## src/sv/kqvp_pkg.sv

```systemverilog
package kqvp_pkg;

	// Fixed width of the character field.
	localparam int CHAR_W = 8;

	// Default buffer sizes.
	localparam int KEY_MAX_DFLT   = 16;
	localparam int VALUE_MAX_DFLT = 32;

	// Characters with a meaning to the parser.
	localparam logic [CHAR_W-1:0] CH_NUL       = 8'h00;
	localparam logic [CHAR_W-1:0] CH_EQUALS    = 8'h3D;
	localparam logic [CHAR_W-1:0] CH_QUOTE     = 8'h27;
	localparam logic [CHAR_W-1:0] CH_BACKSLASH = 8'h5C;

	// Parser phases, plus the readout of a finished pair.
	typedef enum logic [2:0] {
		PH_INIT  = 3'd0,
		PH_KEY   = 3'd1,
		PH_SEP   = 3'd2,
		PH_EQ    = 3'd3,
		PH_VALUE = 3'd4,
		PH_ESC   = 3'd5,
		PH_EMIT  = 3'd6
	} phase_t;

	// Commands from the controller to the datapath.
	typedef struct packed {
		logic clear;
		logic put_key;
		logic put_val;
		logic rd_en;
	} cmd_t;

	// Status from the datapath to the controller.
	typedef struct packed {
		logic is_nul;
		logic is_alnum;
		logic is_ws;
		logic is_eq;
		logic is_quote;
		logic is_bslash;
		logic rd_free;
		logic rd_last;
	} sts_t;

	// Whitespace is tab through carriage return, and space.
	function automatic logic is_ws(input logic [CHAR_W-1:0] c);
		return c inside {8'd32, [8'd9:8'd13]};
	endfunction

	// ASCII letters and digits only.
	function automatic logic is_alnum(input logic [CHAR_W-1:0] c);
		return c inside {[8'h30:8'h39], [8'h41:8'h5A], [8'h61:8'h7A]};
	endfunction

endpackage

```

## src/sv/kqvp_char_if.sv

```systemverilog
interface kqvp_char_if;
	import kqvp_pkg::*;

	logic              valid;
	logic              ready;
	logic [CHAR_W-1:0] char_code;

	modport source (output valid, output char_code, input ready);
	modport sink (input valid, input char_code, output ready);
endinterface

```

## src/sv/kqvp_pair_if.sv

```systemverilog
interface kqvp_pair_if;
	import kqvp_pkg::*;

	logic              valid;
	logic              ready;
	logic              part;
	logic [CHAR_W-1:0] data_byte;
	logic              last;
	logic              truncated;

	modport source (output valid, output part, output data_byte, output last,
		output truncated, input ready);
	modport sink (input valid, input part, input data_byte, input last,
		input truncated, output ready);
endinterface

```

## src/sv/kqvp_ram.sv

```systemverilog
module kqvp_ram #(
	parameter int WIDTH = 8,
	parameter int DEPTH = 16
) (
	input  logic                                      clk,
	input  logic                                      wr_en,
	input  logic [((DEPTH > 1) ? $clog2(DEPTH) : 1)-1:0] wr_addr,
	input  logic [WIDTH-1:0]                          wr_data,
	input  logic                                      rd_en,
	input  logic [((DEPTH > 1) ? $clog2(DEPTH) : 1)-1:0] rd_addr,
	output logic [WIDTH-1:0]                          rd_data
);
	logic [WIDTH-1:0] mem_q [DEPTH];

	// One write port and one registered read port; read data holds between reads.
	always_ff @(posedge clk) begin
		if (wr_en) begin
			mem_q[wr_addr] <= wr_data;
		end
		if (rd_en) begin
			rd_data <= mem_q[rd_addr];
		end
	end
endmodule

```

## src/sv/kqvp_ctrl.sv

```systemverilog
module kqvp_ctrl (
	input  logic          clk,
	input  logic          arst_n,
	input  logic          char_valid,
	output logic          char_ready,
	input  kqvp_pkg::sts_t st,
	output kqvp_pkg::cmd_t cmd
);
	import kqvp_pkg::*;

	phase_t state_q, state_d;

	// State register.
	always_ff @(posedge clk or negedge arst_n) begin
		if (!arst_n) begin
			state_q <= PH_INIT;
		end else begin
			state_q <= state_d;
		end
	end

	// Next state and commands.
	always_comb begin
		state_d    = state_q;
		cmd        = '0;
		char_ready = (state_q != PH_EMIT);
		if (state_q == PH_EMIT) begin
			// Read out one buffered byte whenever the output side has room.
			cmd.rd_en = st.rd_free;
			if (st.rd_free && st.rd_last) begin
				cmd.clear = 1'b1;
				state_d   = PH_INIT;
			end
		end else if (char_valid) begin
			if (st.is_nul) begin
				// End of string drops whatever pair is in progress.
				cmd.clear = 1'b1;
				state_d   = PH_INIT;
			end else begin
				case (state_q)
					PH_INIT: begin
						if (st.is_alnum) begin
							cmd.put_key = 1'b1;
							state_d     = PH_KEY;
						end
					end
					PH_KEY: begin
						if (st.is_alnum) begin
							cmd.put_key = 1'b1;
						end else if (st.is_ws) begin
							state_d = PH_SEP;
						end else if (st.is_eq) begin
							state_d = PH_EQ;
						end else begin
							cmd.clear = 1'b1;
							state_d   = PH_INIT;
						end
					end
					PH_SEP: begin
						if (st.is_eq) begin
							state_d = PH_EQ;
						end else if (!st.is_ws) begin
							cmd.clear = 1'b1;
							state_d   = PH_INIT;
						end
					end
					PH_EQ: begin
						if (st.is_quote) begin
							state_d = PH_VALUE;
						end else if (!st.is_ws) begin
							cmd.clear = 1'b1;
							state_d   = PH_INIT;
						end
					end
					PH_VALUE: begin
						if (st.is_bslash) begin
							state_d = PH_ESC;
						end else if (st.is_quote) begin
							state_d = PH_EMIT;
						end else begin
							cmd.put_val = 1'b1;
						end
					end
					PH_ESC: begin
						// The escaped character is taken literally.
						cmd.put_val = 1'b1;
						state_d     = PH_VALUE;
					end
					default: begin
						cmd.clear = 1'b1;
						state_d   = PH_INIT;
					end
				endcase
			end
		end
	end
endmodule

```

## src/sv/kqvp_dp.sv

```systemverilog
module kqvp_dp #(
	parameter int KEY_MAX   = kqvp_pkg::KEY_MAX_DFLT,
	parameter int VALUE_MAX = kqvp_pkg::VALUE_MAX_DFLT
) (
	input  logic                         clk,
	input  logic                         arst_n,
	input  logic [kqvp_pkg::CHAR_W-1:0]  char_code,
	input  kqvp_pkg::cmd_t               cmd,
	output kqvp_pkg::sts_t               st,
	kqvp_pair_if.source                  pair_ch
);
	import kqvp_pkg::*;

	localparam int KC_W = $clog2(KEY_MAX + 1);
	localparam int VC_W = $clog2(VALUE_MAX + 1);
	localparam int KA_W = (KEY_MAX > 1) ? $clog2(KEY_MAX) : 1;
	localparam int VA_W = (VALUE_MAX > 1) ? $clog2(VALUE_MAX) : 1;

	logic [KC_W-1:0]   key_cnt_q;
	logic [VC_W-1:0]   val_cnt_q;
	logic              ovf_q;
	logic [KA_W-1:0]   rd_kptr_q;
	logic [VA_W-1:0]   rd_vptr_q;
	logic              rd_part_q;
	logic              key_wr, val_wr;
	logic              key_done, val_done;
	logic [CHAR_W-1:0] key_rd, val_rd;
	logic              valid_s1, part_s1, last_s1, trunc_s1;
	logic              out_valid_q, part_q, last_q, trunc_q;
	logic [CHAR_W-1:0] data_q;
	logic              move;

	// Character classification for the controller.
	assign st.is_nul    = (char_code == CH_NUL);
	assign st.is_alnum  = is_alnum(char_code);
	assign st.is_ws     = is_ws(char_code);
	assign st.is_eq     = (char_code == CH_EQUALS);
	assign st.is_quote  = (char_code == CH_QUOTE);
	assign st.is_bslash = (char_code == CH_BACKSLASH);

	// A byte is stored only while its buffer has room.
	assign key_wr = cmd.put_key && (key_cnt_q < KC_W'(KEY_MAX));
	assign val_wr = cmd.put_val && (val_cnt_q < VC_W'(VALUE_MAX));

	// Fill counts and the overflow flag of the pair in progress.
	always_ff @(posedge clk or negedge arst_n) begin
		if (!arst_n) begin
			key_cnt_q <= '0;
			val_cnt_q <= '0;
			ovf_q     <= 1'b0;
		end else if (cmd.clear) begin
			key_cnt_q <= '0;
			val_cnt_q <= '0;
			ovf_q     <= 1'b0;
		end else begin
			if (key_wr) begin
				key_cnt_q <= key_cnt_q + 1'b1;
			end
			if (val_wr) begin
				val_cnt_q <= val_cnt_q + 1'b1;
			end
			if ((cmd.put_key && !key_wr) || (cmd.put_val && !val_wr)) begin
				ovf_q <= 1'b1;
			end
		end
	end

	// Readout position: key bytes first, then value bytes.
	assign key_done   = ((KC_W'(rd_kptr_q) + 1'b1) == key_cnt_q);
	assign val_done   = ((VC_W'(rd_vptr_q) + 1'b1) == val_cnt_q);
	assign st.rd_last = rd_part_q ? val_done : (key_done && (val_cnt_q == '0));

	always_ff @(posedge clk or negedge arst_n) begin
		if (!arst_n) begin
			rd_kptr_q <= '0;
			rd_vptr_q <= '0;
			rd_part_q <= 1'b0;
		end else if (cmd.clear) begin
			rd_kptr_q <= '0;
			rd_vptr_q <= '0;
			rd_part_q <= 1'b0;
		end else if (cmd.rd_en) begin
			if (rd_part_q) begin
				rd_vptr_q <= rd_vptr_q + 1'b1;
			end else if (key_done) begin
				rd_part_q <= 1'b1;
			end else begin
				rd_kptr_q <= rd_kptr_q + 1'b1;
			end
		end
	end

	// Key and value buffers.
	kqvp_ram #(
		.WIDTH (CHAR_W),
		.DEPTH (KEY_MAX)
	) u_key_ram (
		.clk     (clk),
		.wr_en   (key_wr),
		.wr_addr (key_cnt_q[KA_W-1:0]),
		.wr_data (char_code),
		.rd_en   (cmd.rd_en && !rd_part_q),
		.rd_addr (rd_kptr_q),
		.rd_data (key_rd)
	);

	kqvp_ram #(
		.WIDTH (CHAR_W),
		.DEPTH (VALUE_MAX)
	) u_val_ram (
		.clk     (clk),
		.wr_en   (val_wr),
		.wr_addr (val_cnt_q[VA_W-1:0]),
		.wr_data (char_code),
		.rd_en   (cmd.rd_en && rd_part_q),
		.rd_addr (rd_vptr_q),
		.rd_data (val_rd)
	);

	// The read stage hands its word to the output register when that is free.
	assign move       = valid_s1 && (!out_valid_q || pair_ch.ready);
	assign st.rd_free = !valid_s1 || move;

	always_ff @(posedge clk or negedge arst_n) begin
		if (!arst_n) begin
			valid_s1    <= 1'b0;
			out_valid_q <= 1'b0;
		end else begin
			if (cmd.rd_en) begin
				valid_s1 <= 1'b1;
			end else if (move) begin
				valid_s1 <= 1'b0;
			end
			if (move) begin
				out_valid_q <= 1'b1;
			end else if (pair_ch.ready) begin
				out_valid_q <= 1'b0;
			end
		end
	end

	// Side information travels alongside the memory read.
	always_ff @(posedge clk) begin
		if (cmd.rd_en) begin
			part_s1  <= rd_part_q;
			last_s1  <= st.rd_last;
			trunc_s1 <= ovf_q;
		end
		if (move) begin
			part_q  <= part_s1;
			data_q  <= part_s1 ? val_rd : key_rd;
			last_q  <= last_s1;
			trunc_q <= trunc_s1;
		end
	end

	assign pair_ch.valid     = out_valid_q;
	assign pair_ch.part      = part_q;
	assign pair_ch.data_byte = data_q;
	assign pair_ch.last      = last_q;
	assign pair_ch.truncated = trunc_q;

`ifndef NO_ASSERTIONS
	a_key_cnt_bound: assert property (@(posedge clk) disable iff (!arst_n)
		key_cnt_q <= KC_W'(KEY_MAX))
		else $error("key count beyond buffer size");
	a_val_cnt_bound: assert property (@(posedge clk) disable iff (!arst_n)
		val_cnt_q <= VC_W'(VALUE_MAX))
		else $error("value count beyond buffer size");
	a_rd_has_room: assert property (@(posedge clk) disable iff (!arst_n)
		cmd.rd_en |-> st.rd_free)
		else $error("buffer read issued with the read stage occupied");
	a_rd_nonempty: assert property (@(posedge clk) disable iff (!arst_n)
		cmd.rd_en |-> (key_cnt_q != '0) && !cmd.put_key && !cmd.put_val)
		else $error("readout of an empty pair or during a store");
`endif
endmodule

```

## src/sv/key_quoted_value_list_parser_top.sv

```systemverilog
// Parser for settings strings of the form  key = 'value'  separated by
// whitespace, commas or other characters that are not letters or digits.
// The char_ch channel takes one string byte per word; a zero byte ends the
// string and drops any partial pair. The pair_ch channel gives one decoded
// byte per word: the key bytes (part 0), then the value bytes (part 1),
// with last on the final byte and truncated on every byte of a pair whose
// key or value was cut to the buffer size.
// While scanning, one character is accepted every cycle. On the closing
// quote the block stops taking characters while the pair is read out of
// its buffer memories, one byte per cycle while the output side has room;
// once the quote has set the readout phase, each byte passes a registered
// read stage and then an output register, and scanning resumes once the
// last byte has been read from memory.
// If the receiver stalls, the readout pauses with up to two words held;
// scanning of the next pair may proceed while they wait.
// Reset clears the phase, counts and handshake state; no clearing pass is
// needed and the block accepts characters as soon as reset is released.
module key_quoted_value_list_parser_top #(
	parameter int KEY_MAX   = kqvp_pkg::KEY_MAX_DFLT,
	parameter int VALUE_MAX = kqvp_pkg::VALUE_MAX_DFLT
) (
	input  logic        clk,
	input  logic        arst_n,
	kqvp_char_if.sink   char_ch,
	kqvp_pair_if.source pair_ch
);
	import kqvp_pkg::*;

	cmd_t cmd;
	sts_t st;

	// Phase controller.
	kqvp_ctrl u_ctrl (
		.clk        (clk),
		.arst_n     (arst_n),
		.char_valid (char_ch.valid),
		.char_ready (char_ch.ready),
		.st         (st),
		.cmd        (cmd)
	);

	// Buffers, counters and output stages.
	kqvp_dp #(
		.KEY_MAX   (KEY_MAX),
		.VALUE_MAX (VALUE_MAX)
	) u_dp (
		.clk       (clk),
		.arst_n    (arst_n),
		.char_code (char_ch.char_code),
		.cmd       (cmd),
		.st        (st),
		.pair_ch   (pair_ch)
	);
endmodule
```

## src/flat_wrapper.sv

```systemverilog
// flat-port wrapper written by rule: the top's interface ports become plain ports
module key_quoted_value_list_parser_top_flat import kqvp_pkg::*;
#(
	parameter int KEY_MAX   = kqvp_pkg::KEY_MAX_DFLT,
	parameter int VALUE_MAX = kqvp_pkg::VALUE_MAX_DFLT
)
  (clk, arst_n, char_ch_valid, char_ch_char_code, char_ch_ready, pair_ch_valid, pair_ch_part, pair_ch_data_byte, pair_ch_last, pair_ch_truncated, pair_ch_ready);
  kqvp_char_if char_ch_i ();
  kqvp_pair_if pair_ch_i ();
  input  logic clk;
  input  logic arst_n;
  input wire logic [$bits(char_ch_i.valid)-1:0] char_ch_valid;
  input wire logic [$bits(char_ch_i.char_code)-1:0] char_ch_char_code;
  output wire logic [$bits(char_ch_i.ready)-1:0] char_ch_ready;
  output wire logic [$bits(pair_ch_i.valid)-1:0] pair_ch_valid;
  output wire logic [$bits(pair_ch_i.part)-1:0] pair_ch_part;
  output wire logic [$bits(pair_ch_i.data_byte)-1:0] pair_ch_data_byte;
  output wire logic [$bits(pair_ch_i.last)-1:0] pair_ch_last;
  output wire logic [$bits(pair_ch_i.truncated)-1:0] pair_ch_truncated;
  input wire logic [$bits(pair_ch_i.ready)-1:0] pair_ch_ready;
  assign char_ch_i.valid = char_ch_valid;
  assign char_ch_i.char_code = char_ch_char_code;
  assign char_ch_ready = char_ch_i.ready;
  assign pair_ch_valid = pair_ch_i.valid;
  assign pair_ch_part = pair_ch_i.part;
  assign pair_ch_data_byte = pair_ch_i.data_byte;
  assign pair_ch_last = pair_ch_i.last;
  assign pair_ch_truncated = pair_ch_i.truncated;
  assign pair_ch_i.ready = pair_ch_ready;
  key_quoted_value_list_parser_top #(.KEY_MAX(KEY_MAX), .VALUE_MAX(VALUE_MAX)) u_core (.clk(clk), .arst_n(arst_n), .char_ch(char_ch_i), .pair_ch(pair_ch_i));
endmodule
```

## config.mk

```make
export PLATFORM = sky130hd
export DESIGN_NAME = key_quoted_value_list_parser_top_flat
export DESIGN_NICKNAME = d
export VERILOG_FILES = /design/src/sv/kqvp_pkg.sv /design/src/sv/kqvp_char_if.sv /design/src/sv/kqvp_pair_if.sv /design/src/sv/kqvp_ram.sv /design/src/sv/kqvp_ctrl.sv /design/src/sv/kqvp_dp.sv /design/src/sv/key_quoted_value_list_parser_top.sv /design/src/flat_wrapper.sv
export SDC_FILE = /design/constraint.sdc
export NUM_CORES = 1
export LEC_CHECK = 0
export BUFFER_PORTS_ARGS = -buffer_cell sky130_fd_sc_hd__buf_2
export CAP_MARGIN = 40
export CORE_UTILIZATION = 67
export CTS_CLUSTER_SIZE = 24
export DETAILED_ROUTE_END_ITERATION = 16
export PLACE_DENSITY = 0.95
export SLEW_MARGIN = 20
export SYNTH_ARGS = -nofsm -noshare
export SYNTH_HDL_FRONTEND = slang
export SYNTH_SLANG_ARGS = --single-unit
```

## constraint.sdc

```tcl
create_clock -name clk -period 5.3 [get_ports clk]
set_input_delay 1.06 -clock clk [delete_from_list [all_inputs] [get_ports clk]]
set_output_delay 1.06 -clock clk [all_outputs]
set_load 0.05 [all_outputs]
```

=== Word-level counts from Yosys, hierarchy flattened ===
Memories as Yosys holds them, arrays and structs flattened. A register that Yosys moved wholly into a read port is not among the register bits.
Index checks and enable logic that the tools add are counted.

* Register bits after elaboration: 41
* Bits in writable memories: 384
* Input bits: 12
* Output and inout port bits: 13
* Word-level logic and storage cells: 152
* Memories kept: 2

* $add $sub $neg: 6
* $lt $le $gt $ge: 10
* Equality and inequality tests: 19
* Muxes and demuxes: 60
* Reductions and logical operators: 39

{| class="wikitable"
|+ Memories
! memory !! depth !! bits a word !! read ports !! clocked after Yosys merged registers in !! wr ports !! line !! source
|-
| u_core.u_dp.u_val_ram.mem_q || 32 || 8 || 1 || 1 || 1 || kqvp_ram.sv:13 || <nowiki>logic [WIDTH-1:0] mem_q [DEPTH];</nowiki>
|-
| u_core.u_dp.u_key_ram.mem_q || 16 || 8 || 1 || 1 || 1 || kqvp_ram.sv:13 ||
|}

{| class="wikitable"
|+ Operators by type and width
! operator !! count
|-
| $mux W3 || 13
|-
| $mux W1 || 29
|-
| $mux W5 || 5
|-
| $eq A8 B6 Y1 const B || 3
|-
| $pmux W3 S6 || 1
|-
| $reduce_bool A2 Y1 || 9
|-
| $ge A8 B7 Y1 const B || 2
|-
| $le A8 B7 Y1 const B || 2
|-
| $mux W4 || 4
|-
| $logic_and A1 B1 Y1 || 13
|-
| $mux W6 || 2
|-
| $add A5 B1 Y5 const B || 2
|-
| $eq A3 B3 Y1 const B || 3
|-
| $eq A8 B7 Y1 const B || 1
|-
| $ge A8 B4 Y1 const B || 1
|-
| $ge A8 B6 Y1 const B || 1
|-
| $le A8 B4 Y1 const B || 1
|-
| $le A8 B6 Y1 const B || 1
|-
| $logic_not A8 Y1 || 1
|-
| $mux W8 || 1
|-
| $add A5 B1 Y6 const B || 1
|-
| $add A6 B1 Y6 const B || 1
|-
| $eq A3 B2 Y1 const B || 2
|-
| $eq A6 B6 Y1 || 1
|-
| other kinds (24) || 34
|}

=== Longest topological paths before layout ===
Gate-level depths: netlist of the first run.

* Depth in word-level cells: 15
* Gate-level depth with buffers: 9
* Gate-level depth less buffers: 7

=== Cells and area by module ===
Synthesis of the first run repeated with hierarchy kept, for this count alone.

* Cells, all modules: 888
* Area, all modules: 17779.6 µm²

{| class="wikitable"
|+ Modules (own cells, without submodules)
! module !! instances !! cells each !! area each (µm²) !! seq. area each (µm²)
|-
| kqvp_ram (u_core.u_dp.u_val_ram) || 1 || 417 || 10133.5 || 7927.6
|-
| kqvp_ram (u_core.u_dp.u_key_ram) || 1 || 229 || 5227.5 || 4083.9
|-
| kqvp_dp || 1 || 191 || 2037.0 || 1021.0
|-
| kqvp_ctrl || 1 || 51 || 381.6 || 75.1
|}

=== Worst setup path after synthesis of the first run ===
OpenSTA, ideal clock, no wires.

* Kind: input to register
* Start point: in char_ch_char_code[1]
* End point: mem u_core.u_dp.u_key_ram.mem_q[3][0] (enable)
* Setup time: 0.383 ns
* Data arrival time: 2.805 ns
* Data required time: 4.917 ns
* Slack: 2.112 ns
* Stages: 6
* Path buffers: 1
* Path through: buf_6 nor2b_1 a311o_1 a2111oi_2 nand2_1 nor3_1

* Word-level cells in the longest chain between the ends: 11
* Elaborated cells on any way between the ends: 19
* Those cells by class: order compare (6); mux (7); reduce/logical (6)

{| class="wikitable"
|+ RTL lines
! element !! line !! source
|-
| start: declaration || flat_wrapper.sv:13 || <nowiki>input wire logic [$bits(char_ch_i.char_code)-1:0] char_ch_char_code;</nowiki>
|-
| $ge A8 B6 Y1, or another cell as far along || kqvp_pkg.sv:54 || <nowiki>return c inside {[8'h30:8'h39], [8'h41:8'h5A], [8'h61:8'h7A]};</nowiki>
|-
| $logic_and A1 B1 Y1 || kqvp_pkg.sv:54 ||
|-
| $reduce_bool A3 Y1 || kqvp_pkg.sv:54 ||
|-
| $mux W1 || kqvp_ctrl.sv:42, kqvp_ctrl.sv:48 ||
|-
| $mux W1 || -- ||
|-
| $mux W2 * || kqvp_ctrl.sv:35 || <nowiki>if (st.is_nul) begin</nowiki>
|-
| $mux W3 * || kqvp_ctrl.sv:34 || <nowiki>end else if (char_valid) begin</nowiki>
|-
| $mux W2 * || kqvp_ctrl.sv:27 || <nowiki>if (state_q == PH_EMIT) begin</nowiki>
|-
| $logic_and A1 B1 Y1 * || kqvp_dp.sv:42 || <nowiki>assign key_wr = cmd.put_key && (key_cnt_q < KC_W'(KEY_MAX));</nowiki>
|-
| $mux W1 * || kqvp_ram.sv:17 || <nowiki>if (wr_en) begin</nowiki>
|-
| $mux W1 (not written as such) * || kqvp_ram.sv:18 || <nowiki>mem_q[wr_addr] <= wr_data;</nowiki>
|-
| end: declaration || kqvp_ram.sv:13 ||
|}

Mark *: on every way between the ends. The rest lies on a longest branch, timed or not.

=== Worst setup path after layout of the first run ===
* Start point: in char_ch_char_code[6]
* End point: mem u_core.u_dp.u_val_ram.mem_q[18][7] (enable)

* Word-level cells in the longest chain between the ends: 10
* Elaborated cells on any way between the ends: 12
* Those cells by class: eq/ne (2); mux (8); reduce/logical (2)

{| class="wikitable"
|+ RTL lines
! element !! line !! source
|-
| $eq A8 B6 Y1 || kqvp_dp.sv:38 || <nowiki>assign st.is_quote = (char_code == CH_QUOTE);</nowiki>
|-
| $mux W1 || kqvp_ctrl.sv:78 || <nowiki>end else if (st.is_quote) begin</nowiki>
|-
| $mux W1 || kqvp_ctrl.sv:76 || <nowiki>if (st.is_bslash) begin</nowiki>
|-
| $pmux W1 S2 || kqvp_ctrl.sv:40 || <nowiki>case (state_q)</nowiki>
|-
| $mux W2 * || kqvp_ctrl.sv:35 ||
|-
| $mux W3 * || kqvp_ctrl.sv:34 ||
|-
| $mux W2 * || kqvp_ctrl.sv:27 ||
|-
| $logic_and A1 B1 Y1 * || kqvp_dp.sv:43 || <nowiki>assign val_wr = cmd.put_val && (val_cnt_q < VC_W'(VALUE_MAX));</nowiki>
|-
| $mux W1 * || kqvp_ram.sv:17 ||
|-
| $mux W1 (not written as such) * || kqvp_ram.sv:18 ||
|-
| end: declaration || kqvp_ram.sv:13 ||
|}

Marked as above.

==> reports/metrics.yaml, run 1 <==
grt_setup_unrepaired: "false"
synth_warnings: 0
die-width_microns: 166
seqPwrFrac_pct: 52.7
post_cts_buffers: 0
synth_top_cell_area_share_pct: 69.3
grt_antenna_before_repair: 1
synth_fa_ha_area_share_pct: 0.753
worst_hold_startpoint: "u_core.u_dp.last_s1$_DFFE_PP_"
gp_congestion: 0.870
worstPathCellList: "buf_2 > buf_16 > nand4bb_1 > or3_1 > a21oi_1 > nor3_1 > nand2_1 > nor2_1"
violations: "design-rule violations"
synthArstFlopShare_pct: 6.12
ff2ff_path_depth: 5
r2r-end: "u_core.u_dp.u_val_ram.mem_q[18][7]$_DFFE_PP_"
swShare_pct: 20.9
drt-total-wl_microns: 45200
cts_root_buffer: "clkbuf_16"
grt_pass1_vias: 9740
synth_area_leaders: "edfxtp_1, mux4_2, dfrtp_1"
finClkSkew_ps: 20.3
p_int_mw: 5.82
ios: 25
post_drt_wl_per_cell_microns: 34.8
hold_depth: 0
worst_slew_pin_slew_ps: 878
p_sw_mw: 1.53
drt_pass1_iterations: 11
total_power_mw: 7.35
fin_nets: 954
synth_compound_area_share_pct: 1.92
min_to: "u_core.u_dp.pair_ch.last$_DFFE_PP_"
pwr-share-clk_pct: 43.7
synth_area_sq_um: 18000
r2r-start: "u_core.u_ctrl.state_q[2]$_DFFE_PN0P_"
synth_edf_count: 414
die_h_microns: 166
setup_violations: 0
clock_path_buffers: 3
grt_usage_pct: 34.3
dieArea_sq_um: 27500
synthMuxAreaShare_pct: 16.3
ir_drop_uv: 361
finalCritPeriodShare_pct: 80.7
grt_pass1_wl_microns: 66900
cts.sinks: 441
yosysSeqAreaShare_pct: 73.0
cts_tree: "done"
path_buf_inv: 2
syn_nets: 915
antenna_left: 0
viasPerCell: 7.47
cts_resized: 0
place_hpwl_microns: 25600
synth_ff_type: "edfxtp_1"
required_ps: 5460
core_sq_um: 26200
critical-path-top-delay-family: "simple AND/OR/NAND/NOR gates"
synth_xor_area_share_pct: 1.27
clkLatencyLatePin_ps: 540
cp-end-kind: "flip-flop"
portBuffers: 24
final_hold_viol_count: 0
synth_simple_gate_area_share_pct: 5.21
n_antenna_cell: 0
critPathMaxFanout: 30
power_density_nw_per_um2: 368
numCtsBuffers: 42
num_vias: 9718
fmax_ghz: 0.234
drive_gt1_share_pct: 27.6
start_util_pct: 68.5
clk_pin_slew_ps: 60
hold_class: "reg2reg"
rows: 59
crit_slowest_cell: "nor2_1"
start_kind: "primary input"
slowest_delay_ps: 840
syn_avg_cell_area_sq_um: 20.1
grt_max_degree: 50
slew_headroom_pct: 41.2
critical_path_class: "in2reg"
ys_seq_elements: 441
setup_tns_ps: 0
synthDistinctLibCells: 68
total_leakage_power_nw: 6.30
n_fill_cell: 1207
synth_top_family_by_area: "multiplexers"
power_frac_comb_pct: 3.6
cp.arrival_ps: 4430
synth_area_leader_cell: "edfxtp_1"
ctsHtreeMaxLevel: 2
drt-initial-drc-count: 1696
drc: 4
min_period_ps: 4280
status: "finished, violations left"
overflow: 0
holdBufCountCts: 0
area_delta_synth_final_pct: 11.4
cap_violations: 0
r2r_setup_slack_ps: 1770
drv_slew: 0
synthesis.instances: 893
==> stage by stage <==
stage / hold WS (ps) / util (%) / cell area, sq um / setup WS, ps / instances
5_1_grt: 506 / 76.3 / 20000 / 986 / 1301
4_1_cts: 488 / 76.2 / 20000 / 1230 / 1298
6_report: 484 / 76.3 / 20000 / 1020 / 1301
3_5_place_dp: 461 / 70.5 / 18500 / 773 / 1220
3_3_place_gp: 447 / 70.1 / 18400 / 917 / 1215
2_1_floorplan: 400 / - / 18000 / 2110 / 893
==> worst reg2reg max path, stage by stage (launching register included) <==
cell	delay, ps
dfrtp_1	620
nor2b_1	290
nand3_1	190
nor3_1	630
nand2_1	580
nor2_1	840
==> power groups by stage <==
stage               clock (mW)  combinational [mW]  sequential (mW)
finish                    3.21               0.266             3.87
global route              3.34               0.279             3.87
CTS                       3.21               0.257             3.87
detailed placement           0               0.247             3.94
global placement             0               0.221             3.94
floorplan                    0               0.149             3.92
==> layout by cell type, fill, tap and decap left out, types with 9 or more instances in the layout <==
| cell | instances |
|---|---|
| edfxtp_1 | 414 |
| mux4_2 | 120 |
| nor2_1 | 50 |
| clkbuf_16 | 43 |
| nor3_1 | 27 |
| buf_2 | 24 |
| dfrtp_1 | 24 |
| xnor2_1 | 16 |
| mux2_2 | 16 |
| nand2_1 | 15 |
| buf_4 | 15 |
| and2_1 | 11 |
| xor2_1 | 10 |
| a21oi_1 | 10 |
| and3_1 | 10 |
| ha_1 | 10 |
| nand3_1 | 9 |
==> cell type report <==
type | instances | area [sq um] | area share [%]
timing repair buffer | 45 | 357 | 1.78
clock inverter | 29 | 374 | 1.87
tap | 335 | 419 | 2.10
inverter | 8 | 30.0 | 0.150
sequential | 441 | 13100 | 65.6
multi-input combinational | 394 | 4590 | 23.0
clock buffer | 49 | 1110 | 5.54
==> cells by family after synthesis <==
kind of cell / after synthesis
flip-flops: 441
AND/OR/NAND/NOR: 170
multiplexers: 141
buffers and inverters: 58
AO/OA/AOI/OAI: 46
XOR/XNOR: 26
adder cells (fa/ha/maj): 11
==> synth_stat cells (all sizes together) (11+ instances only) <==
cell type,n
edfxtp,414
mux4,120
nor2,50
nor3,28
clkbuf,27
dfrtp,27
buf,23
mux2,16
xnor2,16
nand2,15
and2,11
==> worst max path at each step <==
stage / start / endpoint / slack [ps] / cells past startpoint
after floorplan: char_ch_char_code[1] / u_core.u_dp.u_key_ram.mem_q[3][0]$_DFFE_PP_ / 2110 / 6
after global placement: char_ch_char_code[6] / u_core.u_dp.u_val_ram.mem_q[1][0]$_DFFE_PP_ / 920 / 7
after detailed placement: char_ch_char_code[6] / u_core.u_dp.u_val_ram.mem_q[14][7]$_DFFE_PP_ / 770 / 8
after CTS: char_ch_char_code[6] / u_core.u_dp.u_val_ram.mem_q[18][3]$_DFFE_PP_ / 1230 / 8
after global routing: char_ch_char_code[6] / u_core.u_dp.u_val_ram.mem_q[18][2]$_DFFE_PP_ / 990 / 8
final: char_ch_char_code[6] / u_core.u_dp.u_val_ram.mem_q[18][7]$_DFFE_PP_ / 1020 / 8
==> registers in the layout, indices dropped and copies added, names as in the netlist, 5 cells and up <==
name / flops
u_core.u_dp.key_cnt_q: 5
u_core.u_dp.u_key_ram.rd_data: 8
u_core.u_dp.u_val_ram.rd_data: 8
u_core.u_dp.rd_vptr_q: 5
u_core.u_dp.pair_ch.data_byte: 8
u_core.u_dp.val_cnt_q: 6
u_core.u_dp.u_key_ram.mem_q: 128
u_core.u_dp.u_val_ram.mem_q: 256
==> routing by layer <==
metal	GRT usage (%)	routed length (microns)	up-vias
li1	-	-	3742
met1	46.9	16000	4931
met2	56.1	22600	888
met3	6.31	4910	157
met4	13.1	1820	0
met5	0	0	-
(Power assumes the default switching activity.)
==> inputs of run 2 (changes only) <==
CORE_UTILIZATION = 63   (was 67)
PLACE_DENSITY = 0.91   (was 0.95)
clock period = 4 ns   (was 5.3 ns; I/O delays follow)
==> reports/metrics.yaml, run 2 (synthesis gave the netlist of run 1 again) <==
clkLatencyLatePin_ps: 550
top_register: "u_core.u_dp.u_val_ram.mem_q"
overflow: 0
final_common_cell: "edfxtp_1"
drv_slew: 0
slew_headroom_pct: 41.1
finalCritPeriodShare_pct: 78.0
die-width_microns: 171
viasPerCell: 7.16
r2r-start: "u_core.u_dp.rd_vptr_q[0]$_DFFE_PN0P_"
seqPwrFrac_pct: 55.3
path_buf_inv: 1
rows: 61
critical-path-top-delay-family: "compound AO/OA/AOI/OAI gates"
reg.largest.list: "u_core.u_dp.u_val_ram.mem_q: 256 flops, u_core.u_dp.u_key_ram.mem_q: 128 flops"
route.met2.wl_microns: 22000
slowest_delay_ps: 660
final_hold_viol_count: 0
cap_violations: 0
r2r-end: "u_core.u_dp.rd_vptr_q[1]$_DFFE_PN0P_"
largest_register_ffs: 256
crit_slowest_cell: "o311ai_0"
cp.arrival_ps: 3570
core_sq_um: 27900
clk_pin_slew_ps: 70
drt-total-wl_microns: 44500
cts_tree: "done"
top_layer: "met5"
start_util_pct: 64.3
grt_setup_unrepaired: "false"
grt_pass1_wl_microns: 63900
ios: 25
drc: 0
grt_max_degree: 51
start_kind: "flip-flop"
p_int_mw: 7.33
post_cts_buffers: 0
num_vias: 9786
ctsHtreeMaxLevel: 2
power_density_nw_per_um2: 464
antenna_left: 0
die_h_microns: 171
setup_violations: 0
r2r_setup_slack_ps: 880
met3_length_microns: 4920
place_hpwl_microns: 24800
worst_slew_pin_slew_ps: 880
cts_resized: 0
setup_tns_ps: 0
gp_congestion: 0.816
clock_path_buffers: 3
total_leakage_power_nw: 6.34
ff2ff_path_depth: 8
p_sw_mw: 1.95
mostFrequentLayoutCells: "edfxtp_1, mux4_2, nor2_1, buf_4, clkbuf_16"
drive_gt1_share_pct: 28.4
ir_drop_uv: 351
power_frac_comb_pct: 3.6
wl_met1_microns: 15600
n_antenna_cell: 0
critical_path_class: "reg2reg"
required_ps: 4450
portBuffers: 24
fmax_ghz: 0.320
fin_nets: 981
grt_usage_pct: 31.5
finClkSkew_ps: 20.8
post_drt_wl_per_cell_microns: 32.5
hold_class: "in2async"
drt-initial-drc-count: 1475
area_delta_synth_final_pct: 11.4
cts.sinks: 441
grt_antenna_before_repair: 1
place_ws_ps: 583
holdBufCountCts: 0
drt_pass1_iterations: 6
dieArea_sq_um: 29200
cp-end-kind: "flip-flop"
worstPathCellList: "ha_1 > and2_1 > nor2b_1 > o311ai_0 > a211o_1 > a21boi_2 > buf_4 > nor3_1"
critPathMaxFanout: 20
setup_ws_ps: 879
cts_root_buffer: "clkbuf_16"
min_period_ps: 3120
numCtsBuffers: 42
pwr-share-clk_pct: 41.1
grt_pass1_vias: 9457
swShare_pct: 21.0
status: "completed"
## run 2: cell types whose count changed in the layout (fill, tap and decap cells not counted), sizes merged
cell	before	now
bufinv	8	1
buf	45	72
clkinvlp	3	1
clkbuf	49	60
clkinv	18	12
## run 2: metal layers
layer | GRT usage, % | vias up
li1 | - | 3802
met3 | 5.76 | 164
met4 | 11.7 | 2
met1 | 43.3 | 4912
met2 | 51.2 | 906
met5 | 0 | -
## run 2: stage by stage
stage               cells  utilization, %  total power [mW]  cell area, sq um  hold WS [ps]
detailed placement   1288            66.8              5.54             18700           469
finish               1367            71.6              9.28             20000           302
global route         1367            71.6              9.48             20000           346
CTS                  1362            71.5              9.26             20000           304
global placement     1288            66.8              5.52             18700           451
floorplan             893               -              5.39             18000           400
## run 2: area by class of cell
| type | count | area (sq um) |
|---|---|---|
| Inverter | 8 | 30.0 |
| Fill cell | 1488 | 7930 |
| Tap cell | 378 | 473 |
| Timing Repair Buffer | 72 | 500 |
| Clock buffer | 60 | 1200 |
| Sequential cell | 441 | 13100 |
| Clock inverter | 14 | 95.1 |
| Multi-Input combinational cell | 394 | 4590 |
## run 2: power groups by stage
| stage | Combinational (mW) | Clock (mW) | Sequential, mW |
|---|---|---|---|
| final | 0.333 | 3.82 | 5.13 |
| after floorplan | 0.197 | 0 | 5.19 |
| after global routing | 0.355 | 3.99 | 5.13 |
| after detailed placement | 0.314 | 0 | 5.23 |
| after CTS | 0.323 | 3.81 | 5.13 |
| after global placement | 0.297 | 0 | 5.22 |
## run 2: worst max-delay path by stage
stage | startpoint | to | cells after the start | slack, ps
floorplan | char_ch_char_code[1] | u_core.u_dp.u_key_ram.mem_q[3][0]$_DFFE_PP_ | 6 | 1070
global placement | char_ch_char_code[7] | u_core.u_dp.u_val_ram.mem_q[17][5]$_DFFE_PP_ | 8 | 610
detailed placement | char_ch_char_code[7] | u_core.u_dp.u_val_ram.mem_q[25][3]$_DFFE_PP_ | 8 | 580
CTS | u_core.u_dp.rd_vptr_q[0]$_DFFE_PN0P_ | u_core.u_dp.rd_vptr_q[1]$_DFFE_PN0P_ | 8 | 980
global route | u_core.u_dp.rd_vptr_q[0]$_DFFE_PN0P_ | u_core.u_dp.key_cnt_q[0]$_DFFE_PN0P_ | 8 | 780
finish | u_core.u_dp.rd_vptr_q[0]$_DFFE_PN0P_ | u_core.u_dp.rd_vptr_q[1]$_DFFE_PN0P_ | 8 | 880
==> inputs of run 3 (changes only) <==
clock period = 2.9 ns   (was 4 ns; I/O delays follow)
==> reports/metrics.yaml, run 3 (synthesis gave the netlist of run 1 again) <==
mostFrequentLayoutCells: "edfxtp_1, mux4_2, buf_4, nor2_1, clkbuf_16"
fin_util_pct: 72.8
holdBufCountCts: 0
clkLatencyLatePin_ps: 550
grt_max_degree: 54
die_h_microns: 171
gp_congestion: 0.858
drv_slew: 0
ctsHtreeMaxLevel: 2
cts_tree: "done"
final_area_sq_um: 20300
finalCritPeriodShare_pct: 96.9
slowest_delay_ps: 520
grt_setup_unrepaired: "false"
portBuffers: 24
grt_usage_pct: 32.3
finalNonFillerCells: 1402
worstPathCellList: "ha_1 > and2_1 > o21ai_0 > o311ai_0 > a211o_1 > a21boi_2 > buf_4 > nor3_1"
drt-total-wl_microns: 45100
fin_nets: 1013
crit_slowest_cell: "dfrtp_4"
cp-end-kind: "flip-flop"
finClkSkew_ps: 20.1
fmax_ghz: 0.356
dp.cells: 1320
largest_register_ffs: 256
die-width_microns: 171
drive_gt1_share_pct: 30.4
core_sq_um: 27900
reg.largest.list: "u_core.u_dp.u_val_ram.mem_q: 256 flops, u_core.u_dp.u_key_ram.mem_q: 128 flops"
power_density_nw_per_um2: 620
start_util_pct: 64.3
dieArea_sq_um: 29200
clock_path_buffers: 3
drt-initial-drc-count: 1378
r2r_setup_slack_ps: 90
overflow: 0
grt_pass1_wl_microns: 65600
antenna_left: 0
critical-path-top-delay-family: "compound AO/OA/AOI/OAI gates"
area_delta_synth_final_pct: 13.3
ir_drop_uv: 610
post_cts_buffers: 0
start_kind: "flip-flop"
cap_violations: 0
drt_pass1_iterations: 6
place_ws_ps: -73.3
cp.arrival_ps: 3220
path_buf_inv: 1
top_register: "u_core.u_dp.u_val_ram.mem_q"
rows: 61
startpoint: "u_core.u_dp.rd_vptr_q[0]$_DFFE_PN0P_"
status: "completed"
setup_ws_ps: 89.5
total_leakage_power_nw: 6.50
cts_resized: 0
post_drt_wl_per_cell_microns: 32.2
ff2ff_path_depth: 8
numCtsBuffers: 42
min_period_ps: 2810
viasPerCell: 7.01
hold_class: "in2async"
worst_slew_pin_slew_ps: 856
cts_root_buffer: "clkbuf_16"
final_common_cell: "edfxtp_1"
required_ps: 3310
critPathMaxFanout: 10
setup_violations: 0
slew_headroom_pct: 42.7
grt_antenna_before_repair: 0
final_hold_viol_count: 0
r2r-end: "u_core.u_dp.key_cnt_q[2]$_DFFE_PN0P_"
drc: 0
place_hpwl_microns: 25600
clk_pin_slew_ps: 60
grt_pass1_vias: 9862
cts.sinks: 441
r2r-start: "u_core.u_dp.rd_vptr_q[0]$_DFFE_PN0P_"
critical_path_class: "reg2reg"
post_dp_cell_area_sq_um: 19100
ios: 25
num_vias: 9822
run 3: area by class of cell:
cell class / instances / area [sq um]
clock inverter: 21 / 116
sequential: 441 / 13100
antenna: 3 / 7.51
tap: 378 / 473
multi-input combinational: 394 / 4590
timing repair buffer: 104 / 896
inverter: 8 / 30.0
clock buffer: 53 / 1110
fill: 1518 / 7590
run 3: how the worst max path moves through the flow:
stage	to	slack [ps]	depth (start not counted)
floorplan	u_core.u_dp.u_key_ram.mem_q[3][0]$_DFFE_PP_	190	6
global placement	u_core.u_dp.u_val_ram.mem_q[23][0]$_DFFE_PP_	90	8
detailed placement	u_core.u_dp.u_val_ram.mem_q[23][7]$_DFFE_PP_	-70	8
CTS	u_core.u_dp.key_cnt_q[2]$_DFFE_PN0P_	170	8
global route	u_core.u_dp.rd_vptr_q[3]$_DFFE_PN0P_	30	6
finish	u_core.u_dp.key_cnt_q[2]$_DFFE_PN0P_	90	8
run 3: routing by layer:
metal	track usage [%]	vias up	wire length (microns)
met1	42.2	5084	15700
met4	12.2	0	1730
met5	0	-	0
li1	-	3856	-
met2	54.6	748	23200
met3	6.15	134	4500
run 3: power by group:
| part | switching [mW] | total, mW | internal [mW] |
|---|---|---|---|
| sequential | 0.0754 | 7.08 | 7.00 |
| clock | 2.31 | 5.03 | 2.72 |
| combinational | 0.326 | 0.496 | 0.170 |
| total | 2.71 | 12.6 | 9.89 |
run 3: stage by stage:
stage | total power [mW] | setup TNS (ps) | hold WS (ps)
2_1_floorplan | 7.43 | 0 | 284
3_3_place_gp | 7.65 | 0 | 412
3_5_place_dp | 7.67 | -583 | 418
4_1_cts | 12.6 | 0 | 73.2
5_1_grt | 12.9 | 0 | 104
6_report | 12.6 | 0 | 57.0
